<file path="src/sv/bdfha_pkg.sv">
// ----------------------------------------------------------------------------
// bdfha_pkg
// Shared types, keyword tables and hex decode for the font bitmap converter.
// ----------------------------------------------------------------------------
package bdfha_pkg;

  localparam logic [7:0] CH_NL        = 8'h0a;
  localparam logic [7:0] ONE_CHAR_RST  = 8'd35;
  localparam logic [7:0] ZERO_CHAR_RST = 8'd46;
  localparam int unsigned KW_BITMAP_LEN  = 6;
  localparam int unsigned KW_ENDCHAR_LEN = 7;

  // configuration register indexes
  localparam logic REG_ONE_CHAR  = 1'b0;
  localparam logic REG_ZERO_CHAR = 1'b1;

  typedef enum logic [1:0] {
    CMD_ECHO    = 2'd0,
    CMD_PIXELS  = 2'd1,
    CMD_ENDCHAR = 2'd2
  } cmd_kind_t;

  // one request from the front to the back
  typedef struct packed {
    cmd_kind_t   kind;
    logic [2:0]  flush;   // held keyword bytes to show as pixels first
    logic [7:0]  ch;
  } cmd_t;

  function automatic logic [7:0] kw_endchar(input logic [2:0] idx);
    logic [7:0] c;
    case (idx)
      3'd0:    c = 8'h45;  // E
      3'd1:    c = 8'h4e;  // N
      3'd2:    c = 8'h44;  // D
      3'd3:    c = 8'h43;  // C
      3'd4:    c = 8'h48;  // H
      3'd5:    c = 8'h41;  // A
      3'd6:    c = 8'h52;  // R
      default: c = 8'h00;
    endcase
    return c;
  endfunction

  function automatic logic [7:0] kw_bitmap(input logic [2:0] idx);
    logic [7:0] c;
    case (idx)
      3'd0:    c = 8'h42;  // B
      3'd1:    c = 8'h49;  // I
      3'd2:    c = 8'h54;  // T
      3'd3:    c = 8'h4d;  // M
      3'd4:    c = 8'h41;  // A
      3'd5:    c = 8'h50;  // P
      default: c = 8'h00;
    endcase
    return c;
  endfunction

  // returns {bad, value}
  function automatic logic [4:0] hex_decode(input logic [7:0] c);
    logic [4:0] r;
    if (c inside {[8'h30:8'h39]}) begin
      r = {1'b0, 4'(c - 8'h30)};
    end else if (c inside {[8'h41:8'h46]}) begin
      r = {1'b0, 4'(c - 8'h37)};
    end else if (c inside {[8'h61:8'h66]}) begin
      r = {1'b0, 4'(c - 8'h57)};
    end else begin
      r = 5'b1_0000;
    end
    return r;
  endfunction

endpackage

</file>
<file path="src/sv/bdfha_front.sv">
// ----------------------------------------------------------------------------
// bdfha_front
// Line parser: tracks echo/bitmap mode and keyword matches, issues requests.
// ----------------------------------------------------------------------------
module bdfha_front (
  input  logic              clk,
  input  logic              rst_n,
  input  logic              in_push,
  output logic              in_full,
  input  logic [7:0]        in_char,
  output logic              q_push,
  output bdfha_pkg::cmd_t   q_data,
  input  logic              q_full
);
  import bdfha_pkg::*;

  typedef enum logic [2:0] {
    MODE_ECHO    = 3'b001,
    MODE_BITMAP  = 3'b010,
    MODE_ENDLINE = 3'b100
  } mode_t;

  mode_t      mode_r, mode_nxt;
  logic [2:0] match_r, match_nxt;
  logic       alive_r, alive_nxt;
  logic       pending_r, pending_nxt;
  logic       accept;
  logic       emit;
  cmd_t       cmd;

  assign in_full = q_full;
  assign accept  = in_push && !q_full;
  assign q_push  = accept && emit;
  assign q_data  = cmd;

  always_comb begin
    mode_nxt    = mode_r;
    match_nxt   = match_r;
    alive_nxt   = alive_r;
    pending_nxt = pending_r;
    emit        = 1'b1;
    cmd.kind    = CMD_ECHO;
    cmd.flush   = 3'd0;
    cmd.ch      = in_char;
    case (mode_r)
      MODE_BITMAP: begin
        if (alive_r && in_char == kw_endchar(match_r)) begin
          if (match_r == 3'(KW_ENDCHAR_LEN - 1)) begin
            cmd.kind  = CMD_ENDCHAR;
            mode_nxt  = MODE_ENDLINE;
            alive_nxt = 1'b0;
            match_nxt = 3'd0;
          end else begin
            // held back until the keyword is decided
            emit      = 1'b0;
            match_nxt = match_r + 3'd1;
          end
        end else begin
          cmd.flush = alive_r ? match_r : 3'd0;
          alive_nxt = 1'b0;
          match_nxt = 3'd0;
          if (in_char == CH_NL) begin
            cmd.kind    = CMD_ECHO;
            alive_nxt   = 1'b1;
            pending_nxt = 1'b0;
          end else begin
            cmd.kind = CMD_PIXELS;
          end
        end
      end
      MODE_ENDLINE: begin
        if (in_char == CH_NL) begin
          mode_nxt    = MODE_ECHO;
          match_nxt   = 3'd0;
          alive_nxt   = 1'b1;
          pending_nxt = 1'b0;
        end
      end
      default: begin
        if (in_char == CH_NL) begin
          mode_nxt    = pending_r ? MODE_BITMAP : MODE_ECHO;
          match_nxt   = 3'd0;
          alive_nxt   = 1'b1;
          pending_nxt = 1'b0;
        end else if (alive_r) begin
          if (match_r < 3'(KW_BITMAP_LEN) && in_char == kw_bitmap(match_r)) begin
            match_nxt = match_r + 3'd1;
            if (match_r == 3'(KW_BITMAP_LEN - 1)) begin
              pending_nxt = 1'b1;
              alive_nxt   = 1'b0;
            end
          end else begin
            alive_nxt = 1'b0;
          end
        end
      end
    endcase
  end

  always_ff @(posedge clk) begin
    if (!rst_n) begin
      mode_r    <= MODE_ECHO;
      match_r   <= 3'd0;
      alive_r   <= 1'b1;
      pending_r <= 1'b0;
    end else if (accept) begin
      mode_r    <= mode_nxt;
      match_r   <= match_nxt;
      alive_r   <= alive_nxt;
      pending_r <= pending_nxt;
    end
  end

endmodule

</file>
<file path="src/sv/bdfha_cmd_fifo.sv">
// ----------------------------------------------------------------------------
// bdfha_cmd_fifo
// Small request queue between the line parser and the character emitter.
// ----------------------------------------------------------------------------
module bdfha_cmd_fifo #(
  parameter int unsigned DEPTH = 4
) (
  input  logic              clk,
  input  logic              rst_n,
  input  logic              push,
  input  bdfha_pkg::cmd_t   wr_data,
  output logic              full,
  input  logic              pop,
  output bdfha_pkg::cmd_t   rd_data,
  output logic              empty
);
  import bdfha_pkg::*;

  localparam int unsigned AW = (DEPTH > 1) ? $clog2(DEPTH) : 1;
  localparam int unsigned CW = $clog2(DEPTH + 1);

  cmd_t          mem_r [DEPTH];
  logic [AW-1:0] wr_ptr_r, wr_ptr_nxt;
  logic [AW-1:0] rd_ptr_r, rd_ptr_nxt;
  logic [CW-1:0] cnt_r, cnt_nxt;
  logic          do_push, do_pop;

  assign full    = (cnt_r == CW'(DEPTH));
  assign empty   = (cnt_r == '0);
  assign do_push = push && !full;
  assign do_pop  = pop && !empty;
  assign rd_data = mem_r[rd_ptr_r];

  always_comb begin
    wr_ptr_nxt = wr_ptr_r;
    rd_ptr_nxt = rd_ptr_r;
    cnt_nxt    = cnt_r;
    if (do_push) begin
      wr_ptr_nxt = (wr_ptr_r == AW'(DEPTH - 1)) ? '0 : wr_ptr_r + AW'(1);
    end
    if (do_pop) begin
      rd_ptr_nxt = (rd_ptr_r == AW'(DEPTH - 1)) ? '0 : rd_ptr_r + AW'(1);
    end
    if (do_push && !do_pop) begin
      cnt_nxt = cnt_r + CW'(1);
    end else if (do_pop && !do_push) begin
      cnt_nxt = cnt_r - CW'(1);
    end
  end

  always_ff @(posedge clk) begin
    if (!rst_n) begin
      wr_ptr_r <= '0;
      rd_ptr_r <= '0;
      cnt_r    <= '0;
    end else begin
      wr_ptr_r <= wr_ptr_nxt;
      rd_ptr_r <= rd_ptr_nxt;
      cnt_r    <= cnt_nxt;
    end
  end

  always_ff @(posedge clk) begin
    if (do_push) begin
      mem_r[wr_ptr_r] <= wr_data;
    end
  end

endmodule

</file>
<file path="src/sv/bdfha_back.sv">
// ----------------------------------------------------------------------------
// bdfha_back
// Character emitter: expands each request into results, one per cycle unless stalled.
// ----------------------------------------------------------------------------
module bdfha_back (
  input  logic              clk,
  input  logic              rst_n,
  input  bdfha_pkg::cmd_t   q_data,
  input  logic              q_empty,
  output logic              q_pop,
  input  logic [7:0]        one_char,
  input  logic [7:0]        zero_char,
  output logic              out_empty,
  input  logic              out_pop,
  output logic [7:0]        out_char,
  output logic              out_bad_digit,
  output logic              out_last
);
  import bdfha_pkg::*;

  logic [2:0] grp_r, grp_nxt;
  logic [2:0] idx_r, idx_nxt;
  logic       out_valid_r, out_valid_nxt;
  logic [7:0] char_r, char_nxt;
  logic       bad_r, bad_nxt;
  logic       last_r, last_nxt;
  logic       advance, emit, done;
  logic [7:0] pix_src;
  logic [4:0] dec;
  logic       pix_bit;

  assign advance = !out_valid_r || out_pop;
  assign emit    = advance && !q_empty;
  assign q_pop   = emit && done;

  // pixel source is a held keyword byte while flushing, else the request byte
  assign pix_src = (grp_r < q_data.flush) ? kw_endchar(grp_r) : q_data.ch;
  assign dec     = hex_decode(pix_src);
  assign pix_bit = dec[2'd3 - idx_r[1:0]];

  always_comb begin
    grp_nxt  = grp_r;
    idx_nxt  = idx_r;
    done     = 1'b0;
    char_nxt = pix_bit ? one_char : zero_char;
    bad_nxt  = dec[4];
    last_nxt = 1'b0;
    if (grp_r < q_data.flush) begin
      if (idx_r == 3'd3) begin
        grp_nxt = grp_r + 3'd1;
        idx_nxt = 3'd0;
      end else begin
        idx_nxt = idx_r + 3'd1;
      end
    end else begin
      case (q_data.kind)
        CMD_PIXELS: begin
          done = (idx_r == 3'd3);
        end
        CMD_ENDCHAR: begin
          char_nxt = kw_endchar(idx_r);
          bad_nxt  = 1'b0;
          done     = (idx_r == 3'(KW_ENDCHAR_LEN - 1));
        end
        default: begin
          char_nxt = q_data.ch;
          bad_nxt  = 1'b0;
          done     = 1'b1;
        end
      endcase
      last_nxt = done;
      idx_nxt  = idx_r + 3'd1;
    end
    if (done) begin
      grp_nxt = 3'd0;
      idx_nxt = 3'd0;
    end
  end

  always_comb begin
    out_valid_nxt = out_valid_r;
    if (emit) begin
      out_valid_nxt = 1'b1;
    end else if (out_pop) begin
      out_valid_nxt = 1'b0;
    end
  end

  always_ff @(posedge clk) begin
    if (!rst_n) begin
      grp_r       <= 3'd0;
      idx_r       <= 3'd0;
      out_valid_r <= 1'b0;
    end else begin
      out_valid_r <= out_valid_nxt;
      if (emit) begin
        grp_r <= grp_nxt;
        idx_r <= idx_nxt;
      end
    end
  end

  always_ff @(posedge clk) begin
    if (emit) begin
      char_r <= char_nxt;
      bad_r  <= bad_nxt;
      last_r <= last_nxt;
    end
  end

  assign out_empty     = !out_valid_r;
  assign out_char      = char_r;
  assign out_bad_digit = bad_r;
  assign out_last      = last_r;

endmodule

</file>
<file path="src/sv/bdf_bitmap_hex_to_ascii_art_top.sv">
// ----------------------------------------------------------------------------
// bdf_bitmap_hex_to_ascii_art_top
// Font text stream to pixel art converter.
// ----------------------------------------------------------------------------
// One input byte can be pushed every cycle while in_full is low; the parser
// files a request for it, unless it is held as a possible ENDCHAR prefix,
// into a FIFO_DEPTH-entry queue, and the emitter drains that queue producing
// one result per cycle while the output is popped, through a single output
// register. Echoed bytes and newlines give one result, a bitmap hex digit
// gives four, a completed ENDCHAR keyword seven, and a byte that breaks a
// held ENDCHAR prefix four per held byte plus its own. Echo text can thus
// flow at one byte per cycle. one_char and zero_char (cfg_index 0 and 1) are
// written through the cfg port, which is always ready; the user must write
// them only while the block is idle, which the block itself does not enforce.
module bdf_bitmap_hex_to_ascii_art_top #(
  parameter int unsigned FIFO_DEPTH = 4
) (
  input  logic       clk,
  input  logic       rst_n,
  input  logic       in_push,
  output logic       in_full,
  input  logic [7:0] in_char,
  output logic       out_empty,
  input  logic       out_pop,
  output logic [7:0] out_char,
  output logic       out_bad_digit,
  output logic       out_last,
  input  logic       cfg_valid,
  output logic       cfg_ready,
  input  logic       cfg_index,
  input  logic [7:0] cfg_data
);
  import bdfha_pkg::*;

  logic       one_char_we;
  logic [7:0] one_char_r;
  logic [7:0] zero_char_r;
  logic       q_push, q_full, q_pop, q_empty;
  cmd_t       q_wr_data, q_rd_data;

  assign cfg_ready   = 1'b1;
  assign one_char_we = cfg_valid && cfg_ready && (cfg_index == REG_ONE_CHAR);

  always_ff @(posedge clk) begin
    if (!rst_n) begin
      one_char_r  <= ONE_CHAR_RST;
      zero_char_r <= ZERO_CHAR_RST;
    end else if (one_char_we) begin
      one_char_r <= cfg_data;
    end else if (cfg_valid && cfg_ready && cfg_index == REG_ZERO_CHAR) begin
      zero_char_r <= cfg_data;
    end
  end

  bdfha_front u_front (
    .clk     (clk),
    .rst_n   (rst_n),
    .in_push (in_push),
    .in_full (in_full),
    .in_char (in_char),
    .q_push  (q_push),
    .q_data  (q_wr_data),
    .q_full  (q_full)
  );

  bdfha_cmd_fifo #(
    .DEPTH (FIFO_DEPTH)
  ) u_fifo (
    .clk     (clk),
    .rst_n   (rst_n),
    .push    (q_push),
    .wr_data (q_wr_data),
    .full    (q_full),
    .pop     (q_pop),
    .rd_data (q_rd_data),
    .empty   (q_empty)
  );

  bdfha_back u_back (
    .clk           (clk),
    .rst_n         (rst_n),
    .q_data        (q_rd_data),
    .q_empty       (q_empty),
    .q_pop         (q_pop),
    .one_char      (one_char_r),
    .zero_char     (zero_char_r),
    .out_empty     (out_empty),
    .out_pop       (out_pop),
    .out_char      (out_char),
    .out_bad_digit (out_bad_digit),
    .out_last      (out_last)
  );

endmodule

</file>
<file path="config.mk">
export PLATFORM = sky130hd
export DESIGN_NAME = bdf_bitmap_hex_to_ascii_art_top
export DESIGN_NICKNAME = d
export VERILOG_FILES = /design/src/sv/bdfha_pkg.sv /design/src/sv/bdfha_front.sv /design/src/sv/bdfha_cmd_fifo.sv /design/src/sv/bdfha_back.sv /design/src/sv/bdf_bitmap_hex_to_ascii_art_top.sv
export SDC_FILE = /design/constraint.sdc
export NUM_CORES = 1
export LEC_CHECK = 0
export BUFFER_PORTS_ARGS = -buffer_cell sky130_fd_sc_hd__buf_2
export CAP_MARGIN = 20
export CELL_PAD_IN_SITES_DETAIL_PLACEMENT = 1
export CELL_PAD_IN_SITES_GLOBAL_PLACEMENT = 2
export CORE_MARGIN = 2
export CORE_UTILIZATION = 37
export DETAILED_ROUTE_END_ITERATION = 10
export PLACE_DENSITY = 0.79
export SLEW_MARGIN = 5
export SYNTH_ARGS = -nofsm -noshare
export SYNTH_HDL_FRONTEND = slang
export SYNTH_SLANG_ARGS = --single-unit
</file>
<file path="constraint.sdc">
create_clock -name clk -period 4.55 [get_ports clk]
set_input_delay 0.2275 -clock clk [delete_from_list [all_inputs] [get_ports clk]]
set_output_delay 0.2275 -clock clk [all_outputs]
set_load 0.03 [all_outputs]
</file>
==> results.txt, run 1 <==
most numerous cell in the Yosys netlist = edfxtp_1
Min-Delay Startpoint = cfg_data[5]
Setup WS pre-CTS = 0.224 ns
max cap viols = 0
Hold Vio Cnt, Final = 0
Overflow after GRT = 0
Post-Synthesis Cell Area = 5570 um2
Synth top cells by count = 62 x edfxtp_1, 60 x nand2_1, 40 x dfxtp_1
status = finished, final reports clean
Crit-path slowest cell = mux4_2
Worst Hold Class = primary input to flip-flop
asr flop ratio synth = 0%
layout cells sized above 1 = 17.2%
CTS root buf = clkbuf_16
RSZ-0062 raised after global routing = false
Final Setup Violations = 0
via count = 3,976
TritonCTS buffer count = 9
Post-CTS Setup Inserts = 0
Slew headroom = 50.1%
Mapped Cells = 513
Post-synth EDFFs = 62
Tcrit/Tclk final = 91.7%
Yosys top cell by area = edfxtp_1
Pre-antenna DRT Iters = 5
H-tree depth = 3
die width = 127 um
CTS tree = yes
#FFs+latches synth = 102
VDD IR max = 217 uV
DR iter-0 viols = 193
vias in the first global route = 4,147
ANT nets after route = 0
FF/Latch Area = 2660 um2
CP Capture Type = flip-flop
port bufs = 33
PwrDens = 520 nW/um2
synth warn = 0
CP startpoint kind = flip-flop
DP HPWL = 9550 um
CTS Buffer Depth = 2
Die Y = 127 um
Hold Path Stages = 3
overall routing resource usage = 17.2%
Synth cell types = 68
initial antenna violation count = 0
Max Clock Skew = 0.00831 ns
Reg-to-Reg End = u_back.out_char[4]
Synth Area per Inst = 10.9 um2
Synth top area share = 33.4%
Leakage = 2.26 nW
fmax = 0.240 GHz
sequential-to-total area share from yosys stat = 47.8%
pin count of the biggest net entering global routing = 38
worst skew pair latency = 0.36 ns
CP max FO = 11
DR vias/cell = 5.41
Sum Neg Setup Slack = 0 ns
Max Transition Viols Final = 0
syn_nets = 564
clock slew at reported path FFs = 0.07 ns
die area = 16,100 um2
ANT cells = 0
final WL = 13,100 um
top_reg_cell synth = edfxtp_1
Multi-input gate area = 2690 um2
fill count = 1,612
Crit path arrival time = 4.27 ns
core area = 14,600 um2
Crit path top cell by count = ha_1
FF-to-FF path depth = 15
Final WS setup = 0.379 ns
hold endpoint = one_char_r[5]
crit-path cells = mux4_2 > inv_1 > ha_1 > a21oi_1 > o21ai_4 > buf_4 > mux2i_4 > ha_1 > nor2b_1 > a2111o_1 > mux2i_1 > a31oi_1 > a2111oi_4 > and2_2 > o221ai_2
Clock Sinks = 102
Final GP Congestion = 0.848
Initial Util = 38.0%
DRC Markers = 0
Rows = 44
Wirelength per Cell = 17.9 um
Critical Path RT = 4.65 ns
Final min period = 4.17 ns
# IOs = 35
Setup Crit Path Kind = flip-flop to flip-flop
first-pass GRT wire length = 21,600 um
top cells by area, synth = edfxtp_1 33%, dfxtp_1 14%, ha_1 6.3%, mux4_2 4.9%, nand2_1 4.0%
Area Growth Syn to Fin = 12.1%
crit-path max cell delay = 0.51 ns
worst reg2reg setup slack = 0.38 ns
final net count = 597
worst slew pin tran = 0.738 ns
-- power breakdown --
| part | leakage, nW | internal (mW) | switching, mW | total, mW |
|---|---|---|---|---|
| Sequential | 0.913 | 1.16 | 0.0688 | 1.22 |
| Clock | 0.143 | 0.437 | 0.369 | 0.805 |
| Combinational | 1.21 | 0.459 | 0.760 | 1.22 |
-- cell type report --
cell class,instances,share of cell area (%)
multi-input cells,362,43.1
flip-flops and latches,102,42.6
well taps,184,3.69
clock inverters,6,1.22
clock buffers,10,3.67
inverters,25,1.50
repair buffers,46,4.21
-- through the flow --
step	utilization, %	power [mW]	instance area (um2)	cells	hold WS (ns)
2_1_floorplan	-	2.15	5570	513	0.326
3_3_place_gp	40.5	2.42	5930	718	0.460
3_5_place_dp	40.5	2.46	5930	718	0.462
4_1_cts	42.6	3.28	6230	734	0.0966
5_1_grt	42.6	3.44	6240	735	0.101
6_report	42.6	3.25	6240	735	0.103
-- sequential cells by signal, indices dropped and copies added (netlist names), 2 cells and up, named ones only --
register,count
zero_char_r,8
u_front.match_r,3
u_fifo.rd_ptr_r,2
u_front.mode_r,3
u_fifo.mem_r,52
u_back.grp_r,3
u_fifo.wr_ptr_r,2
u_back.idx_r,3
u_fifo.cnt_r,3
one_char_r,8
u_back.out_char,8
-- critical path, delay by kind of cell (launching register included) --
| family | cells | cell delay (ns) |
|---|---|---|
| AOI/OAI and AO/OA | 6 | 1.50 |
| adders and majority gates | 2 | 0.43 |
| buffers and inverters | 2 | 0.28 |
| DFF | 1 | 0.37 |
| and+or+nand+nor | 2 | 0.49 |
| muxes | 3 | 0.85 |
-- worst max-delay path by stage --
stage | endpoint | startpoint | depth (start not counted) | slack [ns]
global placement | u_back.out_char[1] | flip-flop | 15 | 0.30
CTS | u_back.out_char[1] | flip-flop | 15 | 0.20
finish | u_back.out_char[4] | flip-flop | 15 | 0.38
global route | u_back.out_char[2] | flip-flop | 17 | 0.12
detailed placement | u_back.out_char[1] | flip-flop | 15 | 0.22
floorplan | u_back.out_char[0] | flip-flop | 18 | 0.09
-- timing repair --
action / CTS / global route
setup endpoints to repair: 0 / 7
resized for setup: 0 / 1
hold buffers: 0 / 0
-- cell usage in the layout, fill, tap and decap left out, types with 3 or more instances in the layout --
cell	count
ha_1	28
nand2_1	60
nor3_1	14
nor2b_1	16
xor2_1	4
nand4_1	11
inv_1	25
a21boi_0	13
buf_4	13
o31ai_1	3
clkbuf_16	9
nor2_1	26
or3_1	5
nand3_1	16
and2_1	14
buf_2	33
a31oi_1	6
o221ai_2	6
a21oi_1	24
xnor2_1	7
nand2b_1	17
dfxtp_1	40
o21ai_0	8
o211ai_1	4
o311ai_0	3
mux4_2	12
edfxtp_1	62
o21ai_1	7
mux2i_1	10
-- metal layers --
layer / share of wire [%] / routed length, um / up-vias / track usage, %
li1: - / - / 1943 / -
met1: 44 / 5760 / 1971 / 20.8
met2: 52 / 6840 / 48 / 30.5
met3: 3.0 / 391 / 14 / 4.72
met4: 1.0 / 133 / 0 / 4.40
met5: 0 / 0 / - / 0
-- cells by family after synthesis --
family                   Yosys count  share of synthesized area [%]
AND/OR/NAND/NOR                  201                           19.2
AO/OA/AOI/OAI                     96                           13.3
adder cells (fa/ha/maj)           29                           6.65
buffers and inverters             49                           4.02
flip-flops                       102                           47.8
multiplexers                      24                           7.26
other                              1                         0.0673
XOR/XNOR                          11                           1.73
Power figures use the tool's default switching activity.
==> inputs of run 2 (changes only) <==
CORE_UTILIZATION = 44   (was 37)
CTS_CLUSTER_SIZE = 24   (was default)
PLACE_DENSITY = 0.88   (was 0.79)
clock period = 4.87 ns   (was 4.55 ns; I/O delays follow)
==> results.txt, run 2 (synthesis gave the netlist of run 1 again) <==
busiest layer in global routing = met2
Critical Path RT = 4.97 ns
worst slew pin tran = 0.838 ns
worst skew pair latency = 0.35 ns
Final GP Congestion = 0.826
max cap viols = 0
PwrDens = 480 nW/um2
met1 Track Usage GR = 24.7%
TritonCTS buffer count = 9
Final Setup Violations = 0
Reg-to-Reg End = u_back.out_char[0]
status = finished, final reports clean
overall routing resource usage = 20.8%
CP max FO = 13
final WL = 13,200 um
grt met2 use = 37.1%
initial antenna violation count = 0
H-tree depth = 3
Wirelength per Cell = 18.4 um
Max Transition Viols Final = 0
crit-path cells = buf_4 > mux4_2 > inv_1 > ha_1 > o31ai_4 > o21ai_4 > mux2i_4 > inv_1 > ha_1 > nor2_1 > a21oi_1 > o311ai_0 > a21oi_1 > a2111oi_4 > and2_2 > o221ai_2
Max Clock Skew = 0.00577 ns
Setup WS pre-CTS = 0.308 ns
ANT cells = 0
ANT nets after route = 0
total power draw = 2.96 mW
Final min period = 4.43 ns
# IOs = 35
WP buf/inv = 3
pin count of the biggest net entering global routing = 38
CP Capture Type = flip-flop
clock slew at reported path FFs = 0.07 ns
via count = 4,015
hold endpoint = zero_char_r[2]
fmax = 0.226 GHz
Initial Util = 44.7%
Min-Delay Startpoint = cfg_data[2]
die area = 13,600 um2
CTS tree = yes
port bufs = 33
Finished Layout Cells = 720
most common cell after layout, fill and taps aside = edfxtp_1
Sum Neg Setup Slack = 0 ns
dpl cell area = 5890 um2
Leakage = 2.23 nW
met3 Use GR = 4.67%
Die Y = 117 um
DP HPWL = 9770 um
Crit path arrival time = 4.53 ns
cell family with most CP delay = compound AO/OA/AOI/OAI gates
DR iter-0 viols = 178
Hold Vio Cnt, Final = 0
RSZ-0062 raised after global routing = false
Area Growth Syn to Fin = 10.7%
layout cells sized above 1 = 16.4%
most frequent cells in the layout = 62 x edfxtp_1, 60 x nand2_1, 40 x dfxtp_1, 33 x buf_2, 28 x ha_1
Slew headroom = 43.3%
die width = 117 um
Setup Crit Path Kind = flip-flop to flip-flop
DRC Markers = 0
Rows = 41
Largest register FFs = 52
final net count = 594
Top reg by flops = u_fifo.mem_r
core area = 12,500 um2
first-pass GRT wire length = 21,000 um
Final WS setup = 0.438 ns
FF-to-FF path depth = 16
Post-CTS Hold Fix Bufs = 0
CP startpoint kind = flip-flop
VDD IR max = 197 uV
Overflow after GRT = 0
Pre-antenna DRT Iters = 4
Clock Sinks = 102
CTS root buf = clkbuf_16
post-route cell area = 6170 um2
CTS Buffer Depth = 2
worst reg2reg setup slack = 0.44 ns
Placed Cells incl. Taps = 703
crit-path max cell delay = 0.54 ns
Tcrit/Tclk final = 91.0%
Hold Path Stages = 3
DR vias/cell = 5.58
Crit-path slowest cell = mux4_2
vias in the first global route = 4,057
Worst Hold Class = primary input to flip-flop
[run 2: cell types whose count changed in the layout (fill, tap and decap cells not counted), sizes merged]
| cell | delta |
|---|---|
| buf | -3 |
| bufinv | -1 |
| clkbuf | +1 |
| clkinv | +3 |
| clkinvlp | -1 |
| inv | -2 |
[run 2: power by group]
group | leakage [nW] | switching [mW] | internal (mW)
registers | 0.913 | 0.0642 | 1.08
clock network | 0.128 | 0.322 | 0.348
logic | 1.19 | 0.720 | 0.427
total | 2.23 | 1.11 | 1.86
[run 2: final cells by class]
cell class	count	area, um2
Sequential cell	102	2660
Tap cell	172	215
Clock buffer	11	233
Fill cell	1369	6300
Inverter	25	93.8
Timing Repair Buffer	43	240
Multi-Input combinational cell	362	2690
Clock inverter	5	35.0
[run 2: worst register-to-register path, stage by stage, from the launching register on]
cell,delay [ns]
dfxtp_1,0.36
buf_4,0.29
mux4_2,0.55
inv_1,0.08
ha_1,0.15
o31ai_4,0.10
o21ai_4,0.41
mux2i_4,0.33
inv_1,0.10
ha_1,0.22
nor2_1,0.21
a21oi_1,0.10
o311ai_0,0.33
a21oi_1,0.19
a2111oi_4,0.24
and2_2,0.36
o221ai_2,0.14
[run 2: worst max path at each step]
stage / startpoint / end / depth (start not counted)
2_1_floorplan: flip-flop / u_back.out_char[0] / 18
4_1_cts: flip-flop / u_back.out_char[2] / 16
5_1_grt: flip-flop / u_back.out_char[4] / 16
6_report: flip-flop / u_back.out_char[0] / 16
3_3_place_gp: flip-flop / u_back.out_char[1] / 17
3_5_place_dp: flip-flop / u_back.out_char[0] / 17
[run 2: per-layer routing]
metal,vias up,part of all wire (%)
met5,-,0
met4,0,2.0
met3,19,3.2
met2,59,53
met1,2007,42
li1,1930,-
[run 2: metrics by stage]
stage | utilization, % | hold WS [ns]
2_1_floorplan | - | 0.342
3_3_place_gp | 47.3 | 0.460
3_5_place_dp | 47.3 | 0.474
4_1_cts | 49.4 | 0.110
5_1_grt | 49.5 | 0.128
6_report | 49.5 | 0.114
[run 2: repair_timing]
action,in CTS,in global routing
endpoints found under the setup margin,0,8
setup buffers,0,0
resized for setup,0,1
==> inputs of run 3 (changes only) <==
CELL_PAD_IN_SITES_DETAIL_PLACEMENT = default   (was 1)
CELL_PAD_IN_SITES_GLOBAL_PLACEMENT = default   (was 2)
CORE_UTILIZATION = 47   (was 44)
HOLD_SLACK_MARGIN = 0.06   (was default)
MAX_ROUTING_LAYER = met4   (was default)
PLACE_DENSITY = 0.67   (was 0.88)
==> results.txt, run 3 (synthesis gave the netlist of run 1 again) <==
first-pass GRT wire length = 18,700 um
Pre-antenna DRT Iters = 7
via count = 3,884
CP startpoint kind = flip-flop
DR iter-0 viols = 281
max cap viols = 0
CTS Buffer Depth = 2
worst skew pair latency = 0.34 ns
RSZ-0062 raised after global routing = false
VDD IR max = 220 uV
Top reg by flops = u_fifo.mem_r
CP Capture Type = flip-flop
status = finished, violations left
H-tree depth = 3
TritonCTS buffer count = 9
Final min period = 4.49 ns
Final GP Congestion = 0.870
Die Y = 113 um
# IOs = 35
final WL = 11,300 um
layout cells sized above 1 = 16.1%
port bufs = 33
Rows = 39
Clock Sinks = 102
CTS tree = yes
Max Transition Viols Final = 0
PwrDens = 482 nW/um2
ANT cells = 0
overall routing resource usage = 19.2%
post-route cell area = 6150 um2
Hold Vio Cnt, Final = 0
worst slew pin tran = 1.01 ns
die width = 113 um
DR vias/cell = 5.64
ANT nets after route = 0
Worst Hold Class = primary input to flip-flop
Leakage = 2.24 nW
fin util = 53.4%
final net count = 592
Critical Path RT = 4.94 ns
most frequent cells in the layout = 62 x edfxtp_1, 60 x nand2_1, 40 x dfxtp_1, 33 x buf_2, 28 x ha_1
core area = 11,500 um2
Tcrit/Tclk final = 92.2%
Wirelength per Cell = 16.3 um
dpl cell area = 5840 um2
Final Setup Violations = 0
failing checks = DRC
Overflow after GRT = 0
vias in the first global route = 3,859
Sum Neg Setup Slack = 0 ns
CP max FO = 13
Post-CTS Resized = 0
pin count of the biggest net entering global routing = 38
Area Growth Syn to Fin = 10.5%
Max Clock Skew = 0.00697 ns
initial antenna violation count = 0
Setup Crit Path Kind = flip-flop to flip-flop
Largest register FFs = 52
die area = 12,700 um2
Slew headroom = 32.1%
Post-CTS Setup Inserts = 0
CTS root buf = clkbuf_16
DRC Markers = 3
fmax = 0.223 GHz
clock slew at reported path FFs = 0.07 ns
DP HPWL = 8160 um
Crit path arrival time = 4.56 ns
total power draw = 2.97 mW
worst hold slack = 0.131 ns
Post-CTS Hold Fix Bufs = 0
Initial Util = 48.4%
most common cell after layout, fill and taps aside = edfxtp_1
-- run 3: changes by cell type in the layout (fill, tap and decap cells not counted), sizes merged --
| cell | change |
|---|---|
| buf | -2 |
| bufinv | +1 |
| clkbuf | -1 |
| clkinv | +1 |
| clkinvlp | -1 |
-- run 3: layout make-up --
class | instances | area, um2
clock buffers | 10 | 229
inverters | 25 | 93.8
repair buffers | 41 | 225
flip-flops and latches | 102 | 2660
multi-input cells | 362 | 2680
fillers | 998 | 5360
well taps | 143 | 179
clock inverters | 6 | 81.3
-- run 3: metal layers --
layer	global-route usage, %	vias up	wire length, um
met5	-	-	0
met4	7.40	0	210
met3	3.80	15	432
met2	32.3	83	5740
met1	22.9	1860	4870
li1	-	1926	-
-- run 3: critical path, stage by stage, from the launching register on --
cell       delay (ns)
dfxtp_1          0.35
buf_4            0.28
mux4_2           0.53
inv_1            0.07
ha_1             0.15
o31ai_4          0.10
o21ai_4          0.41
mux2i_4          0.34
inv_1            0.08
ha_1             0.20
nor2_1           0.20
o21ai_1          0.09
nand2b_1         0.14
o21ai_0          0.09
and4_4           0.19
a2111oi_4        0.34
and2_1           0.47
o221ai_2         0.18
-- run 3: worst paths after layout --
kind / from / to / slack (ns) / cells after the start
max reg2reg: flip-flop / u_back.out_char[4] / 0.38 / 17
min reg2reg: zero_char_r[0] / zero_char_r[0] / 0.48 / 2
max: flip-flop / u_back.out_char[4] / 0.38 / 17
min: cfg_data[5] / one_char_r[5] / 0.13 / 3
-- run 3: metrics by stage --
stage / setup slack (ns) / instances
global placement: 0.535 / 673
detailed placement: 0.388 / 673
finish: 0.382 / 689
CTS: 0.362 / 689
global route: 0.0723 / 689
floorplan: 0.412 / 513
-- run 3: power by group --
part / switching, mW / internal (mW)
combinational: 0.683 / 0.414
clock: 0.322 / 0.408
sequential: 0.0599 / 1.08
total: 1.07 / 1.90
